[src/rtl/core/slle_pkg.sv]
`timescale 1ns / 1ps
// ----------------------------------------------------------------------------
// slle_pkg
// Shared types and codes of the sorted linked list engine.
// ----------------------------------------------------------------------------
package slle_pkg;

    localparam logic [1:0] ACT_CLEAR      = 2'd0;
    localparam logic [1:0] ACT_INS_INDEX  = 2'd1;
    localparam logic [1:0] ACT_INS_SORTED = 2'd2;
    localparam logic [1:0] ACT_REMOVE     = 2'd3;

    localparam logic [1:0] ST_OK          = 2'd0;
    localparam logic [1:0] ST_ALREADY     = 2'd1;
    localparam logic [1:0] ST_NOT_LINKED  = 2'd2;

    typedef struct packed {
        logic [1:0]  action;
        logic [3:0]  node;
        logic [31:0] key_value;
    } in_item_t;

    typedef struct packed {
        logic [4:0] item_count;
        logic [1:0] status;
    } out_item_t;

endpackage

[src/rtl/core/slle_ram.sv]
`timescale 1ns / 1ps
// ----------------------------------------------------------------------------
// slle_ram
// Generic single write port, single read port RAM with a registered read.
// ----------------------------------------------------------------------------
module slle_ram #(
    parameter int WIDTH = 8,
    parameter int DEPTH = 16
) (
    input  logic                     aclk,
    input  logic                     we,
    input  logic [$clog2(DEPTH)-1:0] waddr,
    input  logic [WIDTH-1:0]         wdata,
    input  logic [$clog2(DEPTH)-1:0] raddr,
    output logic [WIDTH-1:0]         rdata
);

    logic [WIDTH-1:0] mem [DEPTH];

    always_ff @(posedge aclk) begin
        if (we) begin
            mem[waddr] <= wdata;
        end
        rdata <= mem[raddr];
    end

endmodule

[src/rtl/core/sorted_linked_list_engine_unit.sv]
`timescale 1ns / 1ps
// ----------------------------------------------------------------------------
// sorted_linked_list_engine_unit
// Circular doubly linked list over a pool of node handles with a sentinel,
// supporting clear, insert before index, sorted insert and remove.
// ----------------------------------------------------------------------------
// Channel  Ports                      Contents
// input    s_valid s_ready s_data     action, node, key_value
// result   m_valid m_ready m_data     item_count, status
//
// Clear and rejected transactions use EXEC and DONE; remove adds RMRD;
// insert before index adds IXRD, LKRD, LK1, LK2; sorted insert adds WALK
// (LKRD for all ones), LK1, LK2. WALK reads one link and key per cycle.
// Reset needs no sweep: sentinel links live in registers, membership in flops.
// A new transaction is taken while a result still waits on the output.
// ----------------------------------------------------------------------------
module sorted_linked_list_engine_unit #(
    parameter int NODES    = 16,
    parameter int KEY_BITS = 32
) (
    input  logic                aclk,
    input  logic                aresetn,
    input  logic                s_valid,
    output logic                s_ready,
    input  slle_pkg::in_item_t  s_data,
    output logic                m_valid,
    input  logic                m_ready,
    output slle_pkg::out_item_t m_data
);

    localparam int HW = $clog2(NODES + 1);
    localparam int AW = $clog2(NODES);
    localparam logic [HW-1:0] SENT = HW'(NODES);
    localparam logic [KEY_BITS-1:0] KEY_ONES = '1;

    localparam logic [3:0] S_IDLE = 4'd0;
    localparam logic [3:0] S_EXEC = 4'd1;
    localparam logic [3:0] S_RMRD = 4'd2;
    localparam logic [3:0] S_IXRD = 4'd3;
    localparam logic [3:0] S_WALK = 4'd4;
    localparam logic [3:0] S_LKRD = 4'd5;
    localparam logic [3:0] S_LK1  = 4'd6;
    localparam logic [3:0] S_LK2  = 4'd7;
    localparam logic [3:0] S_DONE = 4'd8;

    logic [3:0]          state_reg, state_next;
    logic [1:0]          act_reg, act_next;
    logic                inr_reg, inr_next;
    logic [HW-1:0]       node_reg, node_next;
    logic [KEY_BITS-1:0] key_reg, key_next;
    logic [HW-1:0]       a_reg, a_next, b_reg, b_next;
    logic [HW-1:0]       it_reg, it_next, nx_reg, nx_next;
    logic [1:0]          status_reg, status_next;
    logic [HW-1:0]       count_reg, count_next;
    logic [HW-1:0]       index_reg, index_next;
    logic [NODES-1:0]    flags_reg, flags_next;
    logic [HW-1:0]       snext_reg, snext_next, sprev_reg, sprev_next;
    logic                m_valid_reg, m_valid_next;
    slle_pkg::out_item_t m_data_reg, m_data_next;

    // RAM ports; a pointer equal to the sentinel is served from the sentinel link registers, or all ones for a key.
    logic [HW-1:0]       nrd_ptr, prd_ptr, krd_ptr;
    logic                nsent_reg, psent_reg, ksent_reg;
    logic                nwe, pwe, kwe;
    logic [HW-1:0]       nwa, pwa, nwd, pwd;
    logic [HW-1:0]       nrdata, prdata;
    logic [KEY_BITS-1:0] krdata;
    logic [HW-1:0]       next_val, prev_val;
    logic [KEY_BITS-1:0] key_val;

    slle_ram #(.WIDTH(HW), .DEPTH(NODES)) u_next (
        .aclk(aclk), .we(nwe), .waddr(nwa[AW-1:0]), .wdata(nwd),
        .raddr(nrd_ptr[AW-1:0]), .rdata(nrdata)
    );
    slle_ram #(.WIDTH(HW), .DEPTH(NODES)) u_prev (
        .aclk(aclk), .we(pwe), .waddr(pwa[AW-1:0]), .wdata(pwd),
        .raddr(prd_ptr[AW-1:0]), .rdata(prdata)
    );
    slle_ram #(.WIDTH(KEY_BITS), .DEPTH(NODES)) u_key (
        .aclk(aclk), .we(kwe), .waddr(node_reg[AW-1:0]), .wdata(key_reg),
        .raddr(krd_ptr[AW-1:0]), .rdata(krdata)
    );

    assign next_val = nsent_reg ? snext_reg : nrdata;
    assign prev_val = psent_reg ? sprev_reg : prdata;
    assign key_val  = ksent_reg ? KEY_ONES : krdata;

    assign s_ready = (state_reg == S_IDLE);
    assign m_valid = m_valid_reg;
    assign m_data  = m_data_reg;

    always_comb begin
        state_next   = state_reg;
        act_next     = act_reg;
        inr_next     = inr_reg;
        node_next    = node_reg;
        key_next     = key_reg;
        a_next       = a_reg;
        b_next       = b_reg;
        it_next      = it_reg;
        nx_next      = nx_reg;
        status_next  = status_reg;
        count_next   = count_reg;
        index_next   = index_reg;
        flags_next   = flags_reg;
        snext_next   = snext_reg;
        sprev_next   = sprev_reg;
        m_valid_next = m_valid_reg;
        m_data_next  = m_data_reg;
        nrd_ptr = SENT;
        prd_ptr = SENT;
        krd_ptr = SENT;
        nwe = 1'b0;
        pwe = 1'b0;
        kwe = 1'b0;
        nwa = node_reg;
        pwa = node_reg;
        nwd = b_reg;
        pwd = a_reg;

        if (m_valid_reg && m_ready) begin
            m_valid_next = 1'b0;
        end

        case (state_reg)
            S_IDLE: begin
                if (s_valid) begin
                    act_next   = s_data.action;
                    inr_next   = (32'(s_data.node) < NODES);
                    node_next  = HW'(s_data.node);
                    key_next   = KEY_BITS'(s_data.key_value);
                    state_next = S_EXEC;
                end
            end
            S_EXEC: begin
                status_next = slle_pkg::ST_OK;
                state_next  = S_DONE;
                if (act_reg == slle_pkg::ACT_CLEAR) begin
                    flags_next = '0;
                    snext_next = SENT;
                    sprev_next = SENT;
                    index_next = SENT;
                    count_next = '0;
                end else if (!inr_reg) begin
                    status_next = slle_pkg::ST_NOT_LINKED;
                end else if (act_reg == slle_pkg::ACT_REMOVE) begin
                    if (!flags_reg[node_reg[AW-1:0]]) begin
                        status_next = slle_pkg::ST_NOT_LINKED;
                    end else begin
                        nrd_ptr    = node_reg;
                        prd_ptr    = node_reg;
                        state_next = S_RMRD;
                    end
                end else if (flags_reg[node_reg[AW-1:0]]) begin
                    status_next = slle_pkg::ST_ALREADY;
                end else begin
                    kwe = 1'b1;
                    if (act_reg == slle_pkg::ACT_INS_INDEX) begin
                        prd_ptr    = index_reg;
                        state_next = S_IXRD;
                    end else if (key_reg == KEY_ONES) begin
                        a_next     = sprev_reg;
                        nrd_ptr    = sprev_reg;
                        state_next = S_LKRD;
                    end else begin
                        it_next    = SENT;
                        nx_next    = snext_reg;
                        nrd_ptr    = snext_reg;
                        krd_ptr    = snext_reg;
                        state_next = S_WALK;
                    end
                end
            end
            S_IXRD: begin
                a_next     = prev_val;
                nrd_ptr    = prev_val;
                state_next = S_LKRD;
            end
            S_WALK: begin
                // The sentinel key is all ones, so the walk always stops.
                if (key_val <= key_reg) begin
                    it_next = nx_reg;
                    nx_next = next_val;
                    nrd_ptr = next_val;
                    krd_ptr = next_val;
                end else begin
                    a_next     = it_reg;
                    b_next     = nx_reg;
                    state_next = S_LK1;
                end
            end
            S_LKRD: begin
                b_next     = next_val;
                state_next = S_LK1;
            end
            S_LK1: begin
                nwe = 1'b1;
                pwe = 1'b1;
                state_next = S_LK2;
            end
            S_LK2: begin
                nwa = a_reg;
                nwd = node_reg;
                pwa = b_reg;
                pwd = node_reg;
                nwe = (a_reg != SENT);
                pwe = (b_reg != SENT);
                if (a_reg == SENT) begin
                    snext_next = node_reg;
                end
                if (b_reg == SENT) begin
                    sprev_next = node_reg;
                end
                flags_next[node_reg[AW-1:0]] = 1'b1;
                count_next = count_reg + 1'b1;
                state_next = S_DONE;
            end
            S_RMRD: begin
                pwa = next_val;
                pwd = prev_val;
                nwa = prev_val;
                nwd = next_val;
                pwe = (next_val != SENT);
                nwe = (prev_val != SENT);
                if (next_val == SENT) begin
                    sprev_next = prev_val;
                end
                if (prev_val == SENT) begin
                    snext_next = next_val;
                end
                if (index_reg == node_reg) begin
                    index_next = prev_val;
                end
                flags_next[node_reg[AW-1:0]] = 1'b0;
                count_next = count_reg - 1'b1;
                state_next = S_DONE;
            end
            S_DONE: begin
                if (!m_valid_reg || m_ready) begin
                    m_valid_next           = 1'b1;
                    m_data_next.item_count = 5'(count_reg);
                    m_data_next.status     = status_reg;
                    state_next             = S_IDLE;
                end
            end
            default: begin
                state_next = S_IDLE;
            end
        endcase
    end

    always_ff @(posedge aclk) begin
        if (!aresetn) begin
            state_reg   <= S_IDLE;
            count_reg   <= '0;
            index_reg   <= SENT;
            flags_reg   <= '0;
            snext_reg   <= SENT;
            sprev_reg   <= SENT;
            m_valid_reg <= 1'b0;
        end else begin
            state_reg   <= state_next;
            count_reg   <= count_next;
            index_reg   <= index_next;
            flags_reg   <= flags_next;
            snext_reg   <= snext_next;
            sprev_reg   <= sprev_next;
            m_valid_reg <= m_valid_next;
        end
        act_reg    <= act_next;
        inr_reg    <= inr_next;
        node_reg   <= node_next;
        key_reg    <= key_next;
        a_reg      <= a_next;
        b_reg      <= b_next;
        it_reg     <= it_next;
        nx_reg     <= nx_next;
        status_reg <= status_next;
        m_data_reg <= m_data_next;
        nsent_reg  <= (nrd_ptr == SENT);
        psent_reg  <= (prd_ptr == SENT);
        ksent_reg  <= (krd_ptr == SENT);
    end

    // The live count always matches the number of membership flags set.
    a_count: assert property (@(posedge aclk) disable iff (!aresetn)
        32'(count_reg) == $countones(flags_reg))
        else $error("live count out of step with membership flags");

    // The index pointer designates the sentinel or a linked node.
    a_index: assert property (@(posedge aclk) disable iff (!aresetn)
        (index_reg != SENT) |-> flags_reg[index_reg[AW-1:0]])
        else $error("index pointer designates an unlinked node");

    // The node being inserted is never met while walking the ring.
    a_walk: assert property (@(posedge aclk) disable iff (!aresetn)
        (state_reg == S_WALK) |-> (nx_reg != node_reg))
        else $error("sorted walk reached the node being inserted");

    a_hold: assert property (@(posedge aclk) disable iff (!aresetn)
        (m_valid && !m_ready) |=> (m_valid && $stable(m_data)))
        else $error("result dropped or changed while stalled");

endmodule

[config.mk]
export PLATFORM = sky130hd
export DESIGN_NAME = sorted_linked_list_engine_unit
export DESIGN_NICKNAME = d
export VERILOG_FILES = /design/src/rtl/core/slle_pkg.sv /design/src/rtl/core/slle_ram.sv /design/src/rtl/core/sorted_linked_list_engine_unit.sv
export SDC_FILE = /design/constraint.sdc
export NUM_CORES = 1
export LEC_CHECK = 0
export ABC_AREA = 1
export BUFFER_PORTS_ARGS = -buffer_cell sky130_fd_sc_hd__buf_2
export CORE_ASPECT_RATIO = 1.25
export CORE_MARGIN = 3
export CORE_UTILIZATION = 55
export CTS_CLUSTER_SIZE = 20
export DETAILED_ROUTE_END_ITERATION = 8
export HOLD_SLACK_MARGIN = 0.15
export PLACE_DENSITY = 0.74
export SLEW_MARGIN = 20
export SYNTH_ARGS = -nofsm -noshare
export SYNTH_HDL_FRONTEND = slang
export SYNTH_SLANG_ARGS = --single-unit
[constraint.sdc]
create_clock -name aclk -period 4.1 [get_ports aclk]
set_input_delay 0.205 -clock aclk [delete_from_list [all_inputs] [get_ports aclk]]
set_output_delay 0.205 -clock aclk [all_outputs]
set_load 0.02 [all_outputs]
==> flow_summary.ini, run 1 <==
[pwr]
p_clk_share_pct = 33.9
p_per_area_nw_per_um2 = 532.8
ir_drop_v = 0.0004398
p_int_mw = 15.75
pwr-share-seq_pct = 48.2
total_power_mw = 22.01
switchingPower_mw = 6.267
p_comb_share_pct = 17.9
switching_share_pct = 28.47
leakagePower_nw = 16.27

[critical_path]
cpPeakStageDelay_ns = 0.42
critical_path.slowest_cell = nor4_2
cp.arrival_ns = 4.43
path_delay_family = simple AND/OR/NAND/NOR gates
crit_required_ns = 4.67
critPathCaptureType = flip-flop
crit_buf_inv = 5
cp-start-kind = flip-flop
cpMostUsedCell = nand2_1
crit_path_max_fanout = 32
crit_chain = buf_4 > or2_2 > ha_1 > nand2_1 > nor2_1 > nand2_1 > nor4_2 > nand2_1 > nand2_1 > nand2_1 > nor2_1 > inv_2 > o21ai_4 > inv_2 > nor2_4 > buf_4 > nand2_1 > nand2_1 > inv_1 > nand2_1
crit_type = flip-flop to flip-flop

[placed_design]
numPortBuffers = 50
dp_hpwl_um = 55240
routabilityCongestion = 0.9754
place_inst = 4358

[logic_synthesis]
ys.flop_type = edfxtp_1
ys_types = 43
synth_edf_count = 739
ys_warn_count = 0
ys_top_cells_by_count = nand2_1 (1,092), edfxtp_1 (739), nand3_1 (453)
synth.cell_area_um2 = 36330
yosysTopAreaCell = edfxtp_1
synthTopCellsByArea = edfxtp_1 (61%), nand2_1 (11%), nand3_1 (6.2%)
syn_avg_cell_area_um2 = 10.28
ys_seq_elements = 825
synth_top_area_share_pct = 61.09
postSynth.asyncResetShare_pct = 0
synthCells = 3532
synthesis.nets = 3615
yosysSeqAreaShare_pct = 65.83
yosysMostFrequentCell = nand2_1

[clock_tree]
clkLatencyLatePin_ns = 0.62
cts_resized = 0
cts_num_sinks = 825
cts_buffers = 78
clock_path_buffers = 3
root_buffer = clkbuf_16
cts_tree = done
clkTransAtPathRegs_ns = 0.07
htreeDepth = 3

[floorplan]
initial_utilization_pct = 55.94
coreArea_um2 = 64930
ioPinCount = 51
rows = 104
die_w_um = 235.9
dieArea_um2 = 69190
chipHeight_um = 293.3

[grt]
busiest_layer = met2
met3_usage_pct = 3.474
grt-ovfl-total = 0
grt_usage_pct = 26.57
antenna_found_initial = 2
grt_pass1_vias = 25400
grt_first_pass_wirelength_um = 143300
met2_usage_pct = 44.38
grt_max_degree = 90
grtUsageMet1_pct = 34.76

[routing]
first_pass_iters = 6
drt-total-wl_um = 92380
vias_per_cell = 5.714
vias = 25930
drc = 0
routedWlPerCell_um = 20.36
drt-initial-drc-count = 2671
postRouteAntennaNets = 0

[cells_and_area]
postLayoutCoreUtil_pct = 63.63
largest_reg_flops = 512
fin_cells = 4538
top_register = u_key.mem
syn_to_final_growth_pct = 13.74
reg.largest.list = u_key.mem (512), u_next.mem (80), u_prev.mem (80)
finalNetCount = 3714
layout-drive-gt1-share_pct = 10.11

[sta]
timing.final.crit_share_pct = 94.35
rsz0062_at_grt = false
fin_crit_ns = 3.868
hold_violations = 0
fin_skew_ns = 0.01563
worst_pin_slew_ns = 1.180
tns_ns = 0
hold_slack_ns = 0.3007
slew_headroom_pct = 21.21
slew_violations = 0
timing.fmax_ghz = 0.2585
setup_viol = 0

[min_path]
hold_path_class = input port to flip-flop

[flow_run]
max-cap-violations = 0

[run_status]
status = finished, final reports clean
-- area by class of cell --
cell class              count  area [um2]
multi-input cells        2207       10520
inverters                 310        1166
clock inverters            35       442.9
well taps                 848        1061
diodes                      1       2.502
clock buffers             103        2191
fillers                  4894       23620
repair buffers            209        2022
flip-flops and latches    825       23910
-- logic make-up after synthesis --
group | share of synthesized area (%)
buf+inv | 5.725
compound gates | 3.630
fa+ha+maj | 1.433
xor+xnor | 0.04823
simple gates | 23.34
flops | 65.83
-- worst reg2reg max path, stage by stage, from the launching register on --
cell and delay, ns:
dfxtp_1 0.30, buf_4 0.24, or2_2 0.36, ha_1 0.30
nand2_1 0.07, nor2_1 0.20, nand2_1 0.13, nor4_2 0.42
nand2_1 0.23, nand2_1 0.22, nand2_1 0.09, nor2_1 0.16
inv_2 0.07, o21ai_4 0.08, inv_2 0.18, nor2_4 0.13
buf_4 0.31, nand2_1 0.13, nand2_1 0.09, inv_1 0.04
nand2_1 0.06
-- metrics by stage --
stage	worst slack (ns)	area [um2]
finish	0.2316	41320
global route	0.07634	41320
CTS	0.2510	41310
detailed placement	0.3055	38270
global placement	0.4727	38270
floorplan	0.6959	36330
-- routing by layer --
metal  routed length [um]  up-vias
li1                     -    12150
met1                35720    12300
met2                45010     1196
met3                 7422      283
met4                 4220        2
met5                    9        -
-- power groups by stage --
stage	Combinational [mW]	Clock (mW)	Sequential, mW
after floorplan	2.30	0	10.7
after global placement	3.75	0	10.8
after detailed placement	3.82	0	10.8
after CTS	3.89	7.52	10.6
after global routing	4.33	7.87	10.7
final	3.94	7.46	10.6
-- worst paths after layout --
kind	from	end	slack (ns)	depth (start not counted)
worst max-delay path	ksent_reg	u_key.rdata[28]	0.23	20
worst min-delay path	s_data[30]	key_reg[30]	0.30	2
worst max register to register	ksent_reg	u_key.rdata[28]	0.23	20
worst min register to register	status_reg[0]	m_data[0]	0.42	0
-- placed cells by master (no fill, tap or decap), types with 15 or more instances in the layout --
cell           instances
nand3b_1              97
buf_4                 80
dlygate4sd3_1         41
o211ai_1              26
nor2_1               144
dfxtp_1               86
o21ai_0               73
nand3_1              453
a21oi_1              114
buf_12                38
clkbuf_16             82
ha_1                  40
nand4_1               45
nor2_4                23
inv_1                302
nand2_1             1090
clkbuf_1              15
or2_2                 36
buf_2                 50
edfxtp_1             739
nor3_1                20
-- timing repair --
| action | CTS | global route |
|---|---|---|
| setup buffers | 0 | 0 |
| hold endpoints to repair | 62 | 0 |
| hold buffers | 41 | 0 |
Note: power is estimated with default switching activity, not from simulation.
==> inputs of run 2 (changes only) <==
--- a/config.mk
+++ b/config.mk
@@ -14,6 +14,7 @@
 export DETAILED_ROUTE_END_ITERATION = 8
 export HOLD_SLACK_MARGIN = 0.15
 export PLACE_DENSITY = 0.74
+export SETUP_SLACK_MARGIN = 0.5
 export SLEW_MARGIN = 20
 export SYNTH_ARGS = -nofsm -noshare
 export SYNTH_HDL_FRONTEND = slang
==> run 2 against run 1 <==
Global-route usage up 0.69 points. Fmax up 11%. Design area grew 1.3%. Register-to-register slack gained 0.38 ns. Sequential power is essentially flat. Total power rose by 0.57%. Critical path depth did not move. Hold slack worse by 0.0035 ns. Critical endpoint is now u_key.rdata[18].
==> flow_summary.ini, run 2 (synthesis results as in run 1) <==
[sta]
setup_viol = 0
fin_crit_ns = 3.490
timing.fmax_ghz = 0.2866
timing.final.crit_share_pct = 85.11
rsz0062_at_grt = true
tns_ns = 0
setup_ws_ns = 0.6105
hold_violations = 0
slew_violations = 0
slew_headroom_pct = 23.84
fin_skew_ns = 0.02121
worst_pin_slew_ns = 1.141

[critical_path]
cpMostUsedCell = nand2_1
rrSetupSlack_ns = 0.61
r2r_start = ksent_reg
r2r-end = u_key.rdata[18]
cp.arrival_ns = 4.04
crit_path_max_fanout = 41
crit_type = flip-flop to flip-flop
crit_chain = buf_6 > or2_2 > ha_1 > nand2_1 > nor2_4 > nand2_2 > nor4_4 > buf_4 > nand2_1 > nand2_4 > nand3_1 > o21ai_4 > buf_12 > buf_16 > nand2_1 > nand2_1 > nand2_1 > nand2_1 > inv_1 > nand2_1
crit_required_ns = 4.66
critical_path.startpoint = ksent_reg
cp-start-kind = flip-flop
cpPeakStageDelay_ns = 0.33
critPathCapture = u_key.rdata[18]
critical_path.slowest_cell = or2_2
worst_r2r_path_depth = 20
critPathCaptureType = flip-flop

[clock_tree]
clock_path_buffers = 3
cts_num_sinks = 825
htreeDepth = 3
clkTransAtPathRegs_ns = 0.07
cts_buffers = 78
root_buffer = clkbuf_16
cts_tree = done
clkLatencyLatePin_ns = 0.63

[floorplan]
coreArea_um2 = 64930
rows = 104
initial_utilization_pct = 55.94
chipHeight_um = 293.3
die_w_um = 235.9
ioPinCount = 51
dieArea_um2 = 69190

[cells_and_area]
final_common_cell = nand2_1
largest_reg_flops = 512
top_register = u_key.mem
finalNetCount = 3736
layout-drive-gt1-share_pct = 10.86
syn_to_final_growth_pct = 15.26
reg.largest.list = u_key.mem (512), u_next.mem (80), u_prev.mem (80)
num-fill-cells = 4799
layout_common_cells = nand2_1 (1,087), edfxtp_1 (739), nand3_1 (452)

[run_status]
status = finished, final reports clean

[min_path]
hold_path_class = input port to flip-flop

[routing]
drt-initial-drc-count = 2861
postRouteAntennaNets = 0
vias_per_cell = 5.776
first_pass_iters = 5
drc = 0
routedWlPerCell_um = 20.92
drt-total-wl_um = 95420
vias = 26340

[grt]
grt_usage_pct = 27.26
grt_pass1_vias = 25710
grt_first_pass_wirelength_um = 146200
grt-ovfl-total = 0
grt_max_degree = 90
antenna_found_initial = 2

[flow_run]
max-cap-violations = 0

[placed_design]
dp_hpwl_um = 55240
numPortBuffers = 50
preCtsSetupSlack_ns = 0.3055
routabilityCongestion = 0.9754

[pwr]
p_per_area_nw_per_um2 = 528.8
ir_drop_v = 0.0004389
total_power_mw = 22.14
leakagePower_nw = 16.52
run 2: layout make-up:
| type | count | area [um2] | area share [%] |
|---|---|---|---|
| diodes | 1 | 2.502 | 0.005977 |
| inverters | 310 | 1176 | 2.809 |
| repair buffers | 231 | 2502 | 5.977 |
| well taps | 848 | 1061 | 2.534 |
| multi-input cells | 2207 | 10580 | 25.27 |
| clock buffers | 103 | 2191 | 5.233 |
| flip-flops and latches | 825 | 23910 | 57.12 |
| clock inverters | 35 | 442.9 | 1.058 |
run 2: critical path: cells and delay by family, from the launching register on:
family | cells | cell delay (ns)
compound gates | 1 | 0.20
buf+inv | 5 | 0.85
fa+ha+maj | 1 | 0.30
flops | 1 | 0.31
simple gates | 13 | 1.70
run 2: metal layers:
layer  part of all wire (%)  vias up  track usage [%]  routed length [um]
met4                    5.2        4            13.41                4939
met2                     48     1316            45.32               46160
met3                    8.2      323            3.877                7853
met1                     38    12490            35.44               36410
met5                  0.053        -                0                  51
li1                       -    12210                -                   -
run 2: repair_timing:
item | 4_1_cts | 5_1_grt
pin swaps | 2 | 2
setup buffers | 5 | 9
hold buffers | 41 | 0
endpoints found under the hold margin | 62 | 0
setup endpoints to repair | 38 | 38
gates resized for setup | 22 | 15
gates cloned | 6 | 2
run 2: through the flow:
step           utilization (%)  hold slack [ns]  cells  instance area (um2)
2_1_floorplan                -           0.3039   3532                36330
3_3_place_gp             58.93           0.3812   4358                38270
3_5_place_dp             58.94           0.3831   4358                38270
4_1_cts                  64.15           0.2621   4548                41650
5_1_grt                  64.48           0.2889   4560                41870
6_report                 64.48           0.2972   4560                41870
run 2: report_power, final:
part / switching, mW / leakage (nW) / total, mW / internal (mW)
registers: 0.395 / 7.38 / 10.6 / 10.2
logic: 2.87 / 7.86 / 4.07 / 1.20
clock network: 3.07 / 1.28 / 7.46 / 4.39
run 2: how the worst min path moves through the flow:
stage                     from           to  slack (ns)  cells past startpoint
finish               s_data[0]   key_reg[0]        0.30                      2
detailed placement  s_data[18]  key_reg[18]        0.38                      1
global placement    s_data[27]  key_reg[27]        0.38                      1
floorplan           s_data[36]   act_reg[0]        0.30                      0
CTS                 s_data[36]   act_reg[0]        0.26                      2
global route        s_data[25]  key_reg[25]        0.29                      2
